### config.mk
export PLATFORM = sky130hd
export DESIGN_NAME = gwpol_queue
export DESIGN_NICKNAME = d
export VERILOG_FILES = /design/src/design/gwpol_pkg.sv /design/src/design/gwpol_queue.sv
export SDC_FILE = /design/constraint.sdc
export NUM_CORES = 1
export LEC_CHECK = 0
export BUFFER_PORTS_ARGS = -buffer_cell sky130_fd_sc_hd__buf_2
export CAP_MARGIN = 40
export CORE_ASPECT_RATIO = 1.5
export CORE_MARGIN = 2
export CORE_UTILIZATION = 51
export DETAILED_ROUTE_END_ITERATION = 10
export GPL_TIMING_DRIVEN = 0
export HOLD_SLACK_MARGIN = 0.02
export PLACE_DENSITY = 0.78
export SETUP_SLACK_MARGIN = 0.2
export SKIP_LAST_GASP = 1
export SYNTH_ARGS = -nofsm -noshare
export SYNTH_HDL_FRONTEND = slang
export SYNTH_SLANG_ARGS = --single-unit
### constraint.sdc
create_clock -name clk -period 2.95 [get_ports clk]
set_clock_uncertainty 0.2 [all_clocks]
set_input_delay 0.1475 -clock clk [delete_from_list [all_inputs] [get_ports clk]]
set_output_delay 0.1475 -clock clk [all_outputs]
set_load 0.03 [all_outputs]
### src/design/gwpol_pkg.sv
// Shared widths, codes and request/entry types for the occupied-cell list block.
package gwpol_pkg;

  localparam int COORD_W   = 6;
  localparam int KIND_W    = 2;
  localparam int UV_W      = 10;
  localparam int IDX_W     = 12;
  localparam int TOTAL_W   = 13;
  localparam int STATUS_W  = 2;
  localparam int CFG_IDX_W = 3;

  localparam int DEF_GRID_WIDTH  = 64;
  localparam int DEF_GRID_HEIGHT = 64;
  localparam int DEF_LIST_DEPTH  = 4096;
  localparam int QUEUE_DEPTH     = 2;

  localparam logic CMD_SET  = 1'b0;
  localparam logic CMD_READ = 1'b1;

  localparam logic [KIND_W-1:0] KIND_EMPTY = 2'd0;
  localparam logic [KIND_W-1:0] KIND_GRASS = 2'd1;
  localparam logic [KIND_W-1:0] KIND_SAND  = 2'd2;
  localparam logic [KIND_W-1:0] KIND_WATER = 2'd3;

  localparam logic [STATUS_W-1:0] ST_OK    = 2'd0;
  localparam logic [STATUS_W-1:0] ST_RANGE = 2'd1;
  localparam logic [STATUS_W-1:0] ST_INDEX = 2'd2;

  localparam logic [CFG_IDX_W-1:0] REG_GRASS_U = 3'd0;
  localparam logic [CFG_IDX_W-1:0] REG_GRASS_V = 3'd1;
  localparam logic [CFG_IDX_W-1:0] REG_SAND_U  = 3'd2;
  localparam logic [CFG_IDX_W-1:0] REG_SAND_V  = 3'd3;
  localparam logic [CFG_IDX_W-1:0] REG_WATER_U = 3'd4;
  localparam logic [CFG_IDX_W-1:0] REG_WATER_V = 3'd5;

  typedef struct packed {
    logic [COORD_W-1:0] x;
    logic [COORD_W-1:0] y;
    logic [UV_W-1:0]    u;
    logic [UV_W-1:0]    v;
  } entry_t;

  typedef struct packed {
    logic               cmd;
    logic               oor;
    logic [COORD_W-1:0] x;
    logic [COORD_W-1:0] y;
    logic [KIND_W-1:0]  kind;
    logic [UV_W-1:0]    u;
    logic [UV_W-1:0]    v;
    logic [IDX_W-1:0]   idx;
  } req_t;

endpackage

### src/design/gwpol_queue.sv
// Short request queue between the front end and the back end.
module gwpol_queue
  import gwpol_pkg::*;
(
  input  logic clk,
  input  logic rst_n,
  input  logic push,
  input  req_t push_req,
  input  logic pop,
  output req_t pop_req,
  output logic full,
  output logic empty
);

  localparam int PW = (QUEUE_DEPTH > 1) ? $clog2(QUEUE_DEPTH) : 1;
  localparam int CW = $clog2(QUEUE_DEPTH + 1);

  req_t          slot_r [QUEUE_DEPTH];
  logic [PW-1:0] wr_ptr_r, rd_ptr_r;
  logic [CW-1:0] fill_r;

  assign full    = (fill_r == CW'(QUEUE_DEPTH));
  assign empty   = (fill_r == '0);
  assign pop_req = slot_r[rd_ptr_r];

  always_ff @(posedge clk) begin
    if (push && !full) begin
      slot_r[wr_ptr_r] <= push_req;
    end
  end

  always_ff @(posedge clk) begin
    if (!rst_n) begin
      wr_ptr_r <= '0;
      rd_ptr_r <= '0;
      fill_r   <= '0;
    end else begin
      if (push && !full) begin
        wr_ptr_r <= (wr_ptr_r == PW'(QUEUE_DEPTH - 1)) ? '0 : wr_ptr_r + 1'b1;
      end
      if (pop && !empty) begin
        rd_ptr_r <= (rd_ptr_r == PW'(QUEUE_DEPTH - 1)) ? '0 : rd_ptr_r + 1'b1;
      end
      case ({push && !full, pop && !empty})
        2'b10:   fill_r <= fill_r + 1'b1;
        2'b01:   fill_r <= fill_r - 1'b1;
        default: fill_r <= fill_r;
      endcase
    end
  end

endmodule

==> flow_summary.ini <==
[worst_hold_path]
min_path_cells = 4
worstHoldStart = pop
whs_endpoint = rd_ptr_r
hp-class = input pin to flip-flop

[logic_synthesis]
synth.top_cell.area_share_pct = 78.1
yosys.area.top_type = edfxtp_1
yosys_warnings = 0
synth_nets = 228
synthFlopType = edfxtp_1
synth_commonest_cells = edfxtp_1 (96), mux2_2 (48), dfxtp_1 (5)
synth_edf_count = 96
ys_ff_latch = 101
synth_area_sq_um = 3690
synth.area.top_cells = edfxtp_1 (78%), mux2_2 (15%), dfxtp_1 (2.7%)
postSynthCellCount = 175
yosysSeqAreaShare_pct = 80.8
synth_cell_types = 19
yosysMostFrequentCell = edfxtp_1
avgSynthCellArea_sq_um = 21.1
async_flop_share_pct = 0

[clocking]
cts-root-buf = clkbuf_8
clk_latency_ps = 360
clock_sinks = 101
clockBufferDepth = 2
clkTransAtPathRegs_ps = 90
cts_tree = built
numCtsBuffers = 9
htreeDepth = 3

[layout]
area_growth_pct = 36.0
layout-drive-gt1-share_pct = 49.7
fin_nets = 392
antenna_cells = 0
post-route-cell-area_sq_um = 5020

[worst_setup_path]
r2r-start = fill_r[0]
crit_fanout = 25
cp.required_ps = 2810
arrival_ps = 2090
cp_top_family = buffers and inverters
cp-start-kind = flip-flop
critPathBufInv = 3
critical-path-slowest-cell = inv_2
r2r_setup_slack_ps = 720
max_stage_delay_ps = 450
cpMostUsedCell = inv_2
r2r_end = slot_r[0][42]
end_kind = flip-flop
critPathKind = flip-flop to flip-flop
worstRegToRegCells = 5
cp_num_cells = 5
path_cells = nand2b_2 > inv_2 > or3_1 > inv_2 > buf_12

[floorplan]
die_area_sq_um = 7950
io_pins = 102
initial_core_util_pct = 51.7
die_h_um = 108
fp-row-count = 38
core_sq_um = 7130
fp.dieW_um = 73.5

[route]
first_iter_violations = 103
via_per_inst = 5.04
drc = 0
num_vias = 2137
wirelength_um = 7180
ant_nets = 0
dr.pass1.iters = 5
wire_per_inst_um = 16.9

[power_and_ir_drop]
vdd_drop_max_mv = 0.596
p_leak_nw = 1.91
p_per_area_nw_per_um2 = 834
power.total_mw = 4.19

[global_route]
grt_overflow = 0
grt.total_usage_pct = 18.2
grt_antenna_before_repair = 0
grt_max_degree = 26
grt_pass1_vias = 2257
grt_first_pass_wirelength_um = 10400

[sta]
finalHoldViolCount = 0
slew_violations = 0
finalCritPeriodShare_pct = 75.5
slew_headroom_pct = 57.4
period_minus_slack_ps = 2230
finalWorstSetupSlack_ps = 723
worstMarginPinSlew_ps = 640
setup_viol = 0
rsz0062_at_grt = no
fmax_mhz = 449

[run]
drv_cap = 0

[placed_design]
hpwl_um = 4400
numPortBuffers = 101
dp_slack_ps = 727
postPlaceCellArea_sq_um = 4340
place.gp.congestion = 0.675

[status]
status = complete, no violations
==> through the flow <==
| step | instances | setup TNS (ps) | hold slack (ps) | util (%) |
|---|---|---|---|---|
| after floorplan | 175 | 0 | 46.4 | - |
| after global placement | 356 | -681 | 135 | 60.2 |
| after detailed placement | 358 | 0 | 139 | 60.8 |
| after CTS | 424 | 0 | 41.1 | 70.4 |
| after global routing | 424 | 0 | 84.5 | 70.4 |
| final | 424 | 0 | 51.1 | 70.4 |
==> per-layer routing <==
metal	vias up	global-route usage, %	share of wire (%)
met5	-	0	0
met4	0	10.1	2.5
met3	12	3.45	4.0
met2	61	33.7	57
met1	1056	18.5	37
li1	1008	-	-
==> cell usage in the layout (no fill, tap or decap), drive strengths merged <==
cell | netlist | final
edfxtp | 96 | 96
nor2b | 2 | 2
a21boi | 2 | 2
and2 | 1 | 1
buf | 5 | 108
dlygate4sd3 | 0 | 50
xnor2 | 3 | 3
clkbuf | 0 | 9
nor2 | 1 | 1
dfxtp | 5 | 5
and3 | 1 | 1
nand2b | 1 | 1
bufinv | 0 | 1
o21a | 1 | 1
ha | 1 | 1
inv | 3 | 3
clkinvlp | 0 | 1
o21ai | 2 | 2
clkinv | 0 | 5
nand2 | 1 | 1
mux2 | 48 | 48
or3 | 2 | 2
==> repair_timing <==
action | CTS | global route
hold endpoints to repair | 101 | 0
hold buffers | 50 | 0
endpoints found under the setup margin | 0 | 0
resized for setup | 0 | 0
setup buffers | 0 | 0
==> worst max-delay path by stage <==
stage                          endpoint  slack [ps]      start
after floorplan            slot_r[0][0]         430  fill_r[0]
after global placement    slot_r[0][10]         -10  fill_r[0]
after detailed placement  slot_r[0][29]         730  fill_r[0]
after CTS                 slot_r[0][42]         710  fill_r[0]
after global routing      slot_r[0][20]         580  fill_r[0]
final                     slot_r[0][42]         720  fill_r[0]
==> cell families (layout without fill, tap and decap cells) <==
group | count (synthesis) | in the layout | share of synthesized area (%)
xor gates and xnor gates | 3 | 3 | 0.712
AOI/OAI and AO/OA | 5 | 5 | 0.882
muxes | 48 | 48 | 14.6
buffers and inverters | 8 | 177 | 1.12
and+or+nand+nor | 9 | 9 | 1.46
DFF | 101 | 101 | 80.8
adders and majority gates | 1 | 1 | 0.339
==> report_power, final <==
part           internal, mW  leakage, nW  switching (mW)
sequential             1.81        0.939          0.0639
clock                 0.378       0.0868           0.433
combinational         0.567        0.887           0.935
total                  2.75         1.91            1.43
==> area by class of cell <==
cell class	instances	area [sq um]
Multi-Input combinational cell	66	667
Sequential cell	101	2980
Timing Repair Buffer	153	1050
Clock buffer	9	124
Clock inverter	7	56.3
Fill cell	477	2110
Buffer	5	30.0
Inverter	3	11.3
Tap cell	80	100
==> worst min-delay path, stage by stage <==
cell and delay, ps:
buf_2 80, o21a_1 160, xnor2_1 100, nor2b_1 100
==> registers in the layout, indices dropped and copies added, names as in the netlist, named ones only <==
| signal | count |
|---|---|
| slot_r | 96 |
| rd_ptr_r | 1 |
| fill_r | 2 |
| wr_ptr_r | 1 |
No activity file was read; power rests on OpenSTA's default activity.
