[config.mk]
export PLATFORM = sky130hd
export DESIGN_NAME = gwpol_front
export DESIGN_NICKNAME = d
export VERILOG_FILES = /design/src/design/gwpol_pkg.sv /design/src/design/gwpol_front.sv
export SDC_FILE = /design/constraint.sdc
export NUM_CORES = 1
export LEC_CHECK = 0
export BUFFER_PORTS_ARGS = -buffer_cell sky130_fd_sc_hd__buf_2
export CORE_MARGIN = 3
export CORE_UTILIZATION = 40
export CTS_BUF_LIST = sky130_fd_sc_hd__clkbuf_2 sky130_fd_sc_hd__clkbuf_4 sky130_fd_sc_hd__clkbuf_8
export CTS_CLUSTER_DIAMETER = 60
export DETAILED_ROUTE_END_ITERATION = 10
export GPL_ROUTABILITY_DRIVEN = 0
export PLACE_DENSITY_LB_ADDON = 0.25
export SYNTH_ARGS = -nofsm -noshare
export SYNTH_HDL_FRONTEND = slang
export SYNTH_SLANG_ARGS = --single-unit
[constraint.sdc]
create_clock -name clk -period 1.95 [get_ports clk]
set_input_delay 0.195 -clock clk [delete_from_list [all_inputs] [get_ports clk]]
set_output_delay 0.195 -clock clk [all_outputs]
set_load 0.01 [all_outputs]
[src/design/gwpol_pkg.sv]
// Shared widths, codes and request/entry types for the occupied-cell list block.
package gwpol_pkg;

  localparam int COORD_W   = 6;
  localparam int KIND_W    = 2;
  localparam int UV_W      = 10;
  localparam int IDX_W     = 12;
  localparam int TOTAL_W   = 13;
  localparam int STATUS_W  = 2;
  localparam int CFG_IDX_W = 3;

  localparam int DEF_GRID_WIDTH  = 64;
  localparam int DEF_GRID_HEIGHT = 64;
  localparam int DEF_LIST_DEPTH  = 4096;
  localparam int QUEUE_DEPTH     = 2;

  localparam logic CMD_SET  = 1'b0;
  localparam logic CMD_READ = 1'b1;

  localparam logic [KIND_W-1:0] KIND_EMPTY = 2'd0;
  localparam logic [KIND_W-1:0] KIND_GRASS = 2'd1;
  localparam logic [KIND_W-1:0] KIND_SAND  = 2'd2;
  localparam logic [KIND_W-1:0] KIND_WATER = 2'd3;

  localparam logic [STATUS_W-1:0] ST_OK    = 2'd0;
  localparam logic [STATUS_W-1:0] ST_RANGE = 2'd1;
  localparam logic [STATUS_W-1:0] ST_INDEX = 2'd2;

  localparam logic [CFG_IDX_W-1:0] REG_GRASS_U = 3'd0;
  localparam logic [CFG_IDX_W-1:0] REG_GRASS_V = 3'd1;
  localparam logic [CFG_IDX_W-1:0] REG_SAND_U  = 3'd2;
  localparam logic [CFG_IDX_W-1:0] REG_SAND_V  = 3'd3;
  localparam logic [CFG_IDX_W-1:0] REG_WATER_U = 3'd4;
  localparam logic [CFG_IDX_W-1:0] REG_WATER_V = 3'd5;

  typedef struct packed {
    logic [COORD_W-1:0] x;
    logic [COORD_W-1:0] y;
    logic [UV_W-1:0]    u;
    logic [UV_W-1:0]    v;
  } entry_t;

  typedef struct packed {
    logic               cmd;
    logic               oor;
    logic [COORD_W-1:0] x;
    logic [COORD_W-1:0] y;
    logic [KIND_W-1:0]  kind;
    logic [UV_W-1:0]    u;
    logic [UV_W-1:0]    v;
    logic [IDX_W-1:0]   idx;
  } req_t;

endpackage

[src/design/gwpol_front.sv]
// Front end: accepts requests, range-checks them and resolves atlas u/v.
module gwpol_front
  import gwpol_pkg::*;
#(
  parameter int GRID_WIDTH  = DEF_GRID_WIDTH,
  parameter int GRID_HEIGHT = DEF_GRID_HEIGHT
) (
  input  logic                 clk,
  input  logic                 rst_n,
  input  logic                 start,
  input  logic                 hold,
  input  logic                 in_command,
  input  logic [COORD_W-1:0]   in_cell_x,
  input  logic [COORD_W-1:0]   in_cell_y,
  input  logic [KIND_W-1:0]    in_new_kind,
  input  logic [IDX_W-1:0]     in_entry_index,
  input  logic                 cfg_valid,
  input  logic [CFG_IDX_W-1:0] cfg_index,
  input  logic [UV_W-1:0]      cfg_data,
  output logic                 push,
  output req_t                 push_req
);

  logic [UV_W-1:0] grass_u_r, grass_v_r, sand_u_r, sand_v_r, water_u_r, water_v_r;
  logic            oor;

  always_ff @(posedge clk) begin
    if (!rst_n) begin
      grass_u_r <= '0;
      grass_v_r <= '0;
      sand_u_r  <= '0;
      sand_v_r  <= '0;
      water_u_r <= '0;
      water_v_r <= '0;
    end else if (cfg_valid) begin
      case (cfg_index)
        REG_GRASS_U: grass_u_r <= cfg_data;
        REG_GRASS_V: grass_v_r <= cfg_data;
        REG_SAND_U:  sand_u_r  <= cfg_data;
        REG_SAND_V:  sand_v_r  <= cfg_data;
        REG_WATER_U: water_u_r <= cfg_data;
        REG_WATER_V: water_v_r <= cfg_data;
        default: ;
      endcase
    end
  end

  assign oor = (in_command == CMD_SET) &&
               ((32'(in_cell_x) >= 32'(GRID_WIDTH)) || (32'(in_cell_y) >= 32'(GRID_HEIGHT)));

  assign push = start && !hold;

  always_comb begin
    push_req      = '0;
    push_req.cmd  = in_command;
    push_req.oor  = oor;
    push_req.x    = in_cell_x;
    push_req.y    = in_cell_y;
    push_req.kind = in_new_kind;
    push_req.idx  = in_entry_index;
    case (in_new_kind)
      KIND_SAND: begin
        push_req.u = sand_u_r;
        push_req.v = sand_v_r;
      end
      KIND_WATER: begin
        push_req.u = water_u_r;
        push_req.v = water_v_r;
      end
      default: begin
        push_req.u = grass_u_r;
        push_req.v = grass_v_r;
      end
    endcase
  end

endmodule

==> results.py, run 1 <==
metrics = {
    "run_status": {
        "status": "completed",
    },
    "finish": {
        "final_common_cell": "mux2i_1",
        "nNetsFinal": 367,
        "area_growth_pct": 11.75,
        "final_cell_mix": "mux2i_1 (80), nand2_1 (70), dfxtp_1 (60)",
        "diodes": 0,
        "fillCellCount": 640,
        "drive_gt1_share_pct": 21.41,
    },
    "worst_hold_path": {
        "min_path_type": "in -> reg",
    },
    "routing": {
        "drtIter0Drc": 74,
        "vias": 2026,
        "wire_per_inst_um": 13.97,
        "drcViolationCount": 0,
        "drt-total-wl_um": 5866,
        "ant_nets": 0,
        "firstDrtPassIters": 4,
        "via_per_inst": 4.824,
    },
    "timing": {
        "clock.fmax_ghz": 0.7565,
        "rsz0062_at_grt": "false",
        "worst_pin_slew_ns": 0.5592,
        "period_needed_ns": 1.322,
        "finClkSkew_ns": 0,
        "hold_viol_final": 0,
        "slew_violations": 0,
        "setup_viol": 0,
        "finalWorstSetupSlack_ns": 0.6281,
        "maxSlewHeadroom_pct": 62.72,
        "tns_ns": 0,
        "min_period_over_period_pct": 67.79,
    },
    "synth": {
        "synth.avg_cell_area_um2": 9.188,
        "yosysWarnings": 0,
        "synth_cell_type_count": 15,
        "synth_area_um2": 2811,
        "postSynthCellCount": 306,
        "ys_seq_area_share_pct": 42.72,
        "synth_fp_nets": 351,
        "ys_ff_latch": 60,
    },
    "cts": {
        "cts_buffers": 9,
        "clockBufferDepth": 2,
        "root_buffer": "clkbuf_8",
        "holdBufCountCts": 0,
        "post_cts_buffers": 0,
        "clk_pin_slew_ns": 0.07,
        "htree_levels": 3,
        "cts_tree": "yes",
        "clock-sinks": 60,
        "cts_resized": 0,
        "insertion_delay_ns": 0.33,
    },
    "power": {
        "power.density_nw_per_um2": 824.9,
        "p_clk_share_pct": 41.4,
        "switching_share_pct": 24.05,
        "leakage_nw": 1.590,
        "pwr-share-comb_pct": 9.8,
        "internal_power_mw": 1.968,
        "seqPwrFrac_pct": 48.8,
        "power_mw": 2.592,
        "power_switching_mw": 0.6233,
        "ir_drop_mv": 0.5199,
    },
    "place": {
        "preCtsSetupSlack_ns": 0.4660,
        "port_buffers": 42,
        "dp_hpwl_um": 4073,
    },
    "floorplanning": {
        "dieArea_um2": 8070,
        "rows": 29,
        "io_pins": 94,
        "die_h_um": 89.84,
        "core_area_um2": 6568,
        "start_util_pct": 42.81,
        "die_w_um": 89.84,
    },
    "grt": {
        "grt_usage_pct": 15.15,
        "grt_pass1_vias": 1993,
        "grt_pass1_wl_um": 9984,
        "grt_max_degree": 32,
        "antenna_found_initial": 0,
        "grt-ovfl-total": 0,
    },
    "setup_path": {
        "cp_max_fo": 2,
        "critPathArrivalTime_ns": 1.13,
        "cp-start-kind": "flip-flop",
        "crit_path_end_kind": "output port",
        "critical_path_class": "reg -> out",
        "required_ns": 1.75,
    },
    "job": {
        "drv_cap": 0,
    },
}
[per-stage QoR]
step | cell area (um^2) | cells | util (%) | hold WS (ns)
floorplan | 2811 | 306 | - | 0.4341
global placement | 2950 | 404 | 44.92 | 0.3901
detailed placement | 2950 | 404 | 44.92 | 0.3901
CTS | 3142 | 420 | 47.84 | 0.2766
global route | 3142 | 420 | 47.84 | 0.2935
finish | 3142 | 420 | 47.84 | 0.2757
[per-layer routing]
metal | up-vias | share of wire [%] | global-route usage, %
li1 | 1025 | - | -
met1 | 938 | 48 | 20.03
met2 | 55 | 44 | 22.81
met3 | 8 | 6.8 | 5.342
met4 | 0 | 0.85 | 5.619
met5 | - | 0 | 0
[registers in the layout, indices dropped and copies added, names as in the netlist]
name       count
water_v_r     10
grass_u_r     10
sand_v_r      10
water_u_r     10
grass_v_r     10
sand_u_r      10
[critical path, stage by stage (launching register included)]
cell and delay, ns:
dfxtp_1 0.34, mux2i_1 0.08, a21oi_1 0.22, buf_2 0.17
[power by group through the flow]
| stage | sequential, mW | clock (mW) | combinational, mW |
|---|---|---|---|
| 2_1_floorplan | 1.29 | 0 | 0.213 |
| 3_3_place_gp | 1.29 | 0 | 0.252 |
| 3_5_place_dp | 1.29 | 0 | 0.256 |
| 4_1_cts | 1.27 | 1.10 | 0.257 |
| 5_1_grt | 1.27 | 1.17 | 0.280 |
| 6_report | 1.27 | 1.07 | 0.253 |
[synth_stat cells]
library cell | count | share of area [%]
buf_2 | 7 | 1.2
nor4bb_1 | 1 | 0.36
conb_1 | 1 | 0.13
nor2_1 | 20 | 2.7
buf_4 | 28 | 7.5
nand2_1 | 70 | 9.3
or4b_1 | 1 | 0.36
a21oi_1 | 20 | 3.6
nor2b_1 | 1 | 0.22
nand4bb_1 | 2 | 0.80
buf_6 | 1 | 0.40
mux2i_1 | 80 | 28
dfxtp_1 | 60 | 43
nand4b_1 | 2 | 0.62
clkbuf_1 | 12 | 1.6
[layout make-up]
class	instances	area, um^2	area share [%]
Clock buffer	11	138.9	4.421
Clock inverter	5	52.55	1.673
Multi-Input combinational cell	198	1315	41.86
Sequential cell	60	1201	38.23
Tap cell	93	116.4	3.704
Timing Repair Buffer	53	317.8	10.12
[cell families after synthesis]
group                  Yosys count  synth area share [%]
muxes                           80                 28.48
other                            1                0.1334
and+or+nand+nor                 97                 14.37
DFF                             60                 42.72
buffers and inverters           48                 10.73
AOI/OAI and AO/OA               20                 3.560
[path summary, 6_finish.rpt]
check | startpoint | to | slack (ns) | cells after the start
max | sand_u_r[1] | push_req[23] | 0.63 | 3
min | cfg_data[5] | grass_u_r[5] | 0.28 | 3
max reg2reg | water_v_r[9] | water_v_r[9] | 1.34 | 2
min reg2reg | sand_u_r[0] | sand_u_r[0] | 0.46 | 2
No activity file was read; power rests on OpenSTA's default activity.
==> inputs of run 2 (changes only) <==
Settings changed: ABC_AREA set to 1.
Clock period 1.95 ns to 1.3 ns, I/O delays scaled along.
==> results.py, run 2 <==
metrics = {
    "run_status": {
        "status": "completed",
    },
    "setup_path": {
        "cp-start-kind": "flip-flop",
        "cp-startpoint": "grass_v_r[5]",
        "critical_path_class": "reg -> out",
        "required_ns": 1.17,
        "cp_max_fo": 2,
        "critPathArrivalTime_ns": 0.99,
        "r2r_start": "sand_u_r[4]",
        "crit_path_end_kind": "output port",
    },
    "grt": {
        "met2_usage_pct": 29.73,
        "grt_usage_pct": 19.14,
        "grtUsageMet1_pct": 25.66,
        "antenna_found_initial": 0,
        "busiest_layer": "met2",
        "grt_pass1_vias": 2560,
        "grt_max_degree": 61,
        "grt-ovfl-total": 0,
        "grt_pass1_wl_um": 12800,
        "met3_usage_pct": 3.087,
    },
    "cts": {
        "post_cts_buffers": 0,
        "cts_tree": "yes",
        "insertion_delay_ns": 0.33,
        "cts_resized": 0,
        "clockBufferDepth": 2,
        "htree_levels": 3,
        "cts_buffers": 9,
        "clk_pin_slew_ns": 0.06,
        "holdBufCountCts": 0,
        "root_buffer": "clkbuf_8",
        "clock-sinks": 60,
    },
    "job": {
        "drv_cap": 0,
    },
    "timing": {
        "tns_ns": 0,
        "rsz0062_at_grt": "false",
        "setup_viol": 0,
        "period_needed_ns": 1.116,
        "finalWorstSetupSlack_ns": 0.1837,
        "whs_ns": 0.2292,
        "slew_violations": 0,
        "clock.fmax_ghz": 0.8958,
        "hold_viol_final": 0,
        "finClkSkew_ns": 0,
        "min_period_over_period_pct": 85.87,
    },
    "routing": {
        "vias": 2817,
        "ant_nets": 0,
        "wire_per_inst_um": 13.09,
        "drt-total-wl_um": 7711,
        "firstDrtPassIters": 4,
        "drcViolationCount": 0,
        "drtIter0Drc": 154,
        "via_per_inst": 4.783,
    },
    "place": {
        "dp.cells": 573,
        "preCtsSetupSlack_ns": 0.2568,
        "placed_area_um2": 3177,
        "dp_hpwl_um": 5050,
        "port_buffers": 42,
    },
    "power": {
        "leakage_nw": 1.578,
        "power_mw": 3.948,
        "ir_drop_mv": 0.5396,
        "power.density_nw_per_um2": 1177,
    },
    "finish": {
        "diodes": 0,
        "final_common_cell": "nand2_1",
        "final_cells": 589,
        "post-route-util_pct": 47.79,
        "drive_gt1_share_pct": 17.04,
        "nNetsFinal": 533,
        "area_growth_pct": 12.41,
        "fin_area_um2": 3354,
        "fillCellCount": 786,
        "final_cell_mix": "nand2_1 (126), nor2_1 (124), nand3_1 (80)",
    },
    "floorplanning": {
        "die_h_um": 92.37,
        "die_w_um": 92.37,
        "io_pins": 94,
        "dieArea_um2": 8532,
        "rows": 30,
        "core_area_um2": 7019,
        "start_util_pct": 42.51,
    },
    "synth": {
        "synth_cell_type_count": 16,
        "postSynthCellCount": 470,
        "synth_area_leader_cell": "dfxtp_1",
        "synth_area_um2": 2984,
        "synth.avg_cell_area_um2": 6.349,
        "synth_edf_count": 0,
        "post-synth-top-count-cell": "nand2_1",
        "synth_fp_nets": 515,
        "ys_ff_latch": 60,
        "ys_seq_area_share_pct": 40.25,
        "synth_area_leaders": "dfxtp_1 (40%), nand2_1 (16%), nor2_1 (16%)",
        "synth_flop_cell": "dfxtp_1",
        "synthArstFlopShare_pct": 0,
        "yosysWarnings": 0,
        "synth_top_area_share_pct": 40.25,
        "synth_commonest_cells": "nand2_1 (126), nor2_1 (125), nand3_1 (80)",
    },
    "worst_hold_path": {
        "min_from": "cfg_data[6]",
        "min_path_type": "in -> reg",
    },
}
[run 2: logic make-up (layout without fill, tap and decap cells)]
| family | after synthesis | count (layout) | share of synthesized area, % |
|---|---|---|---|
| and+or+nand+nor | 339 | 339 | 46.83 |
| buffers and inverters | 70 | 93 | 12.79 |
| DFF | 60 | 60 | 40.25 |
| other | 1 | 1 | 0.1257 |
[run 2: final timing paths]
check,endpoint,slack (ns),depth (start not counted)
min,water_u_r[6],0.23,5
max reg2reg,sand_u_r[4],0.72,2
max,push_req[17],0.18,3
min reg2reg,water_v_r[4],0.48,2
[run 2: critical path, cell delays in order, from the launching register on]
cell	delay, ns
dfxtp_1	0.34
nand2_1	0.06
nand3_1	0.11
buf_2	0.14
[run 2: routing by layer]
| metal | part of all wire [%] | vias to the layer above | wire (um) |
|---|---|---|---|
| li1 | - | 1459 | - |
| met1 | 46 | 1243 | 3521 |
| met2 | 45 | 99 | 3477 |
| met3 | 7.0 | 16 | 542 |
| met4 | 2.2 | 0 | 170 |
| met5 | 0 | - | 0 |
[run 2: cell type report]
| class | count | area (um^2) | share of cell area (%) |
|---|---|---|---|
| repair buffers | 58 | 380.4 | 11.34 |
| multi-input cells | 340 | 1404 | 41.85 |
| inverters | 19 | 71.32 | 2.126 |
| clock buffers | 14 | 167.7 | 4.998 |
| well taps | 96 | 120.1 | 3.581 |
| flip-flops and latches | 60 | 1201 | 35.81 |
| clock inverters | 2 | 10.01 | 0.2984 |
[run 2: power breakdown]
group	switching (mW)	internal, mW	total [mW]	leakage (nW)
Combinational	0.325	0.181	0.506	0.992
Clock	0.683	0.824	1.51	0.0981
Sequential	0.0313	1.90	1.93	0.488
Total	1.04	2.91	3.95	1.58
==> inputs of run 3 (changes only) <==
Settings changed: PLACE_DENSITY set to 0.65, PLACE_DENSITY_LB_ADDON 0.25 to unset.
==> results.py, run 3 (synthesized netlist as in run 2, its figures left out) <==
metrics = {
    "run_status": {
        "status": "completed",
    },
    "cts": {
        "cts_resized": 0,
        "clockBufferDepth": 2,
        "clock-sinks": 60,
        "cts_buffers": 9,
        "clk_pin_slew_ns": 0.06,
        "root_buffer": "clkbuf_8",
        "holdBufCountCts": 0,
        "htree_levels": 3,
        "cts_tree": "yes",
        "insertion_delay_ns": 0.34,
        "post_cts_buffers": 0,
    },
    "finish": {
        "area_growth_pct": 13.21,
        "drive_gt1_share_pct": 16.87,
        "diodes": 0,
        "post-route-util_pct": 48.13,
        "final_cells": 588,
        "final_cell_mix": "nand2_1 (126), nor2_1 (124), nand3_1 (80)",
        "final_common_cell": "nand2_1",
        "nNetsFinal": 534,
    },
    "timing": {
        "setup_viol": 0,
        "period_needed_ns": 1.091,
        "slew_violations": 0,
        "rsz0062_at_grt": "false",
        "min_period_over_period_pct": 83.89,
        "hold_viol_final": 0,
        "finalWorstSetupSlack_ns": 0.2095,
        "finClkSkew_ns": 0,
        "tns_ns": 0,
        "clock.fmax_ghz": 0.9170,
    },
    "place": {
        "preCtsSetupSlack_ns": 0.2482,
        "dp.cells": 574,
        "dp_hpwl_um": 4947,
        "port_buffers": 42,
    },
    "setup_path": {
        "critPathArrivalTime_ns": 0.96,
        "slowest_stage": "dfxtp_1",
        "path_cells": "nand2_1 > nand3_1 > buf_2",
        "critical_path_class": "reg -> out",
        "cp-start-kind": "flip-flop",
        "r2r_start": "water_v_r[2]",
        "cp_max_fo": 2,
        "required_ns": 1.17,
        "slowest_delay_ns": 0.34,
        "cp-startpoint": "water_v_r[9]",
        "crit_path_end_kind": "output port",
    },
    "power": {
        "internal_power_mw": 3.074,
        "leakage_nw": 1.586,
        "pwr-share-comb_pct": 12.3,
        "switching_share_pct": 25.17,
        "power_switching_mw": 1.034,
        "ir_drop_mv": 0.4206,
        "power.density_nw_per_um2": 1216,
        "seqPwrFrac_pct": 47.1,
        "power_mw": 4.108,
        "p_clk_share_pct": 40.7,
    },
    "floorplanning": {
        "core_area_um2": 7019,
        "rows": 30,
        "start_util_pct": 42.51,
        "die_w_um": 92.37,
        "dieArea_um2": 8532,
        "die_h_um": 92.37,
        "io_pins": 94,
    },
    "routing": {
        "drtIter0Drc": 278,
        "vias": 2810,
        "via_per_inst": 4.779,
        "firstDrtPassIters": 4,
        "drcViolationCount": 0,
        "ant_nets": 0,
        "drt-total-wl_um": 7439,
        "wire_per_inst_um": 12.65,
    },
    "grt": {
        "grt_max_degree": 49,
        "antenna_found_initial": 0,
        "grt-ovfl-total": 0,
        "grt_pass1_wl_um": 12620,
        "grt_pass1_vias": 2544,
        "grt_usage_pct": 18.89,
    },
    "job": {
        "drv_cap": 0,
    },
    "worst_hold_path": {
        "min_path_type": "in -> reg",
        "min_from": "rst_n",
    },
}
## run 3: worst paths after layout
check / end / cells past startpoint / slack (ns)
setup reg to reg: water_v_r[2] / 2 / 0.72
hold reg to reg: water_u_r[2] / 2 / 0.48
hold / removal: sand_u_r[4] / 3 / 0.15
setup / recovery: push_req[21] / 3 / 0.21
## run 3: area by class of cell
type / count / area, um^2
clock buffer: 12 / 158.9
clock inverter: 2 / 35.03
fill: 753 / 3641
inverter: 19 / 71.32
multi-input combinational: 340 / 1404
sequential: 60 / 1201
tap: 96 / 120.1
timing repair buffer: 59 / 387.9
## run 3: per-layer routing
layer | vias up | routed length, um | GRT usage (%)
li1 | 1464 | - | -
met5 | - | 0 | 0
met3 | 15 | 613 | 3.899
met2 | 96 | 3356 | 29.18
met1 | 1235 | 3333 | 24.90
met4 | 0 | 136 | 9.530
## run 3: stage by stage
| step | cell area [um^2] | hold slack, ns |
|---|---|---|
| floorplan | 2984 | 0.3075 |
| global placement | 3184 | 0.2601 |
| detailed placement | 3184 | 0.2601 |
| CTS | 3378 | 0.1307 |
| global route | 3378 | 0.1436 |
| finish | 3378 | 0.1491 |
## run 3: critical path, delay by kind of cell (launching register included)
kind	cells	cell delay, ns
buffers and inverters	1	0.14
AND/OR/NAND/NOR	2	0.15
flip-flops	1	0.34
## run 3: power groups by stage
| stage | Sequential [mW] | Clock [mW] | Combinational [mW] |
|---|---|---|---|
| finish | 1.93 | 1.67 | 0.504 |
| global route | 1.94 | 1.80 | 0.568 |
| CTS | 1.93 | 1.71 | 0.507 |
| global placement | 1.97 | 0 | 0.500 |
| detailed placement | 1.97 | 0 | 0.506 |
| floorplan | 1.97 | 0 | 0.405 |
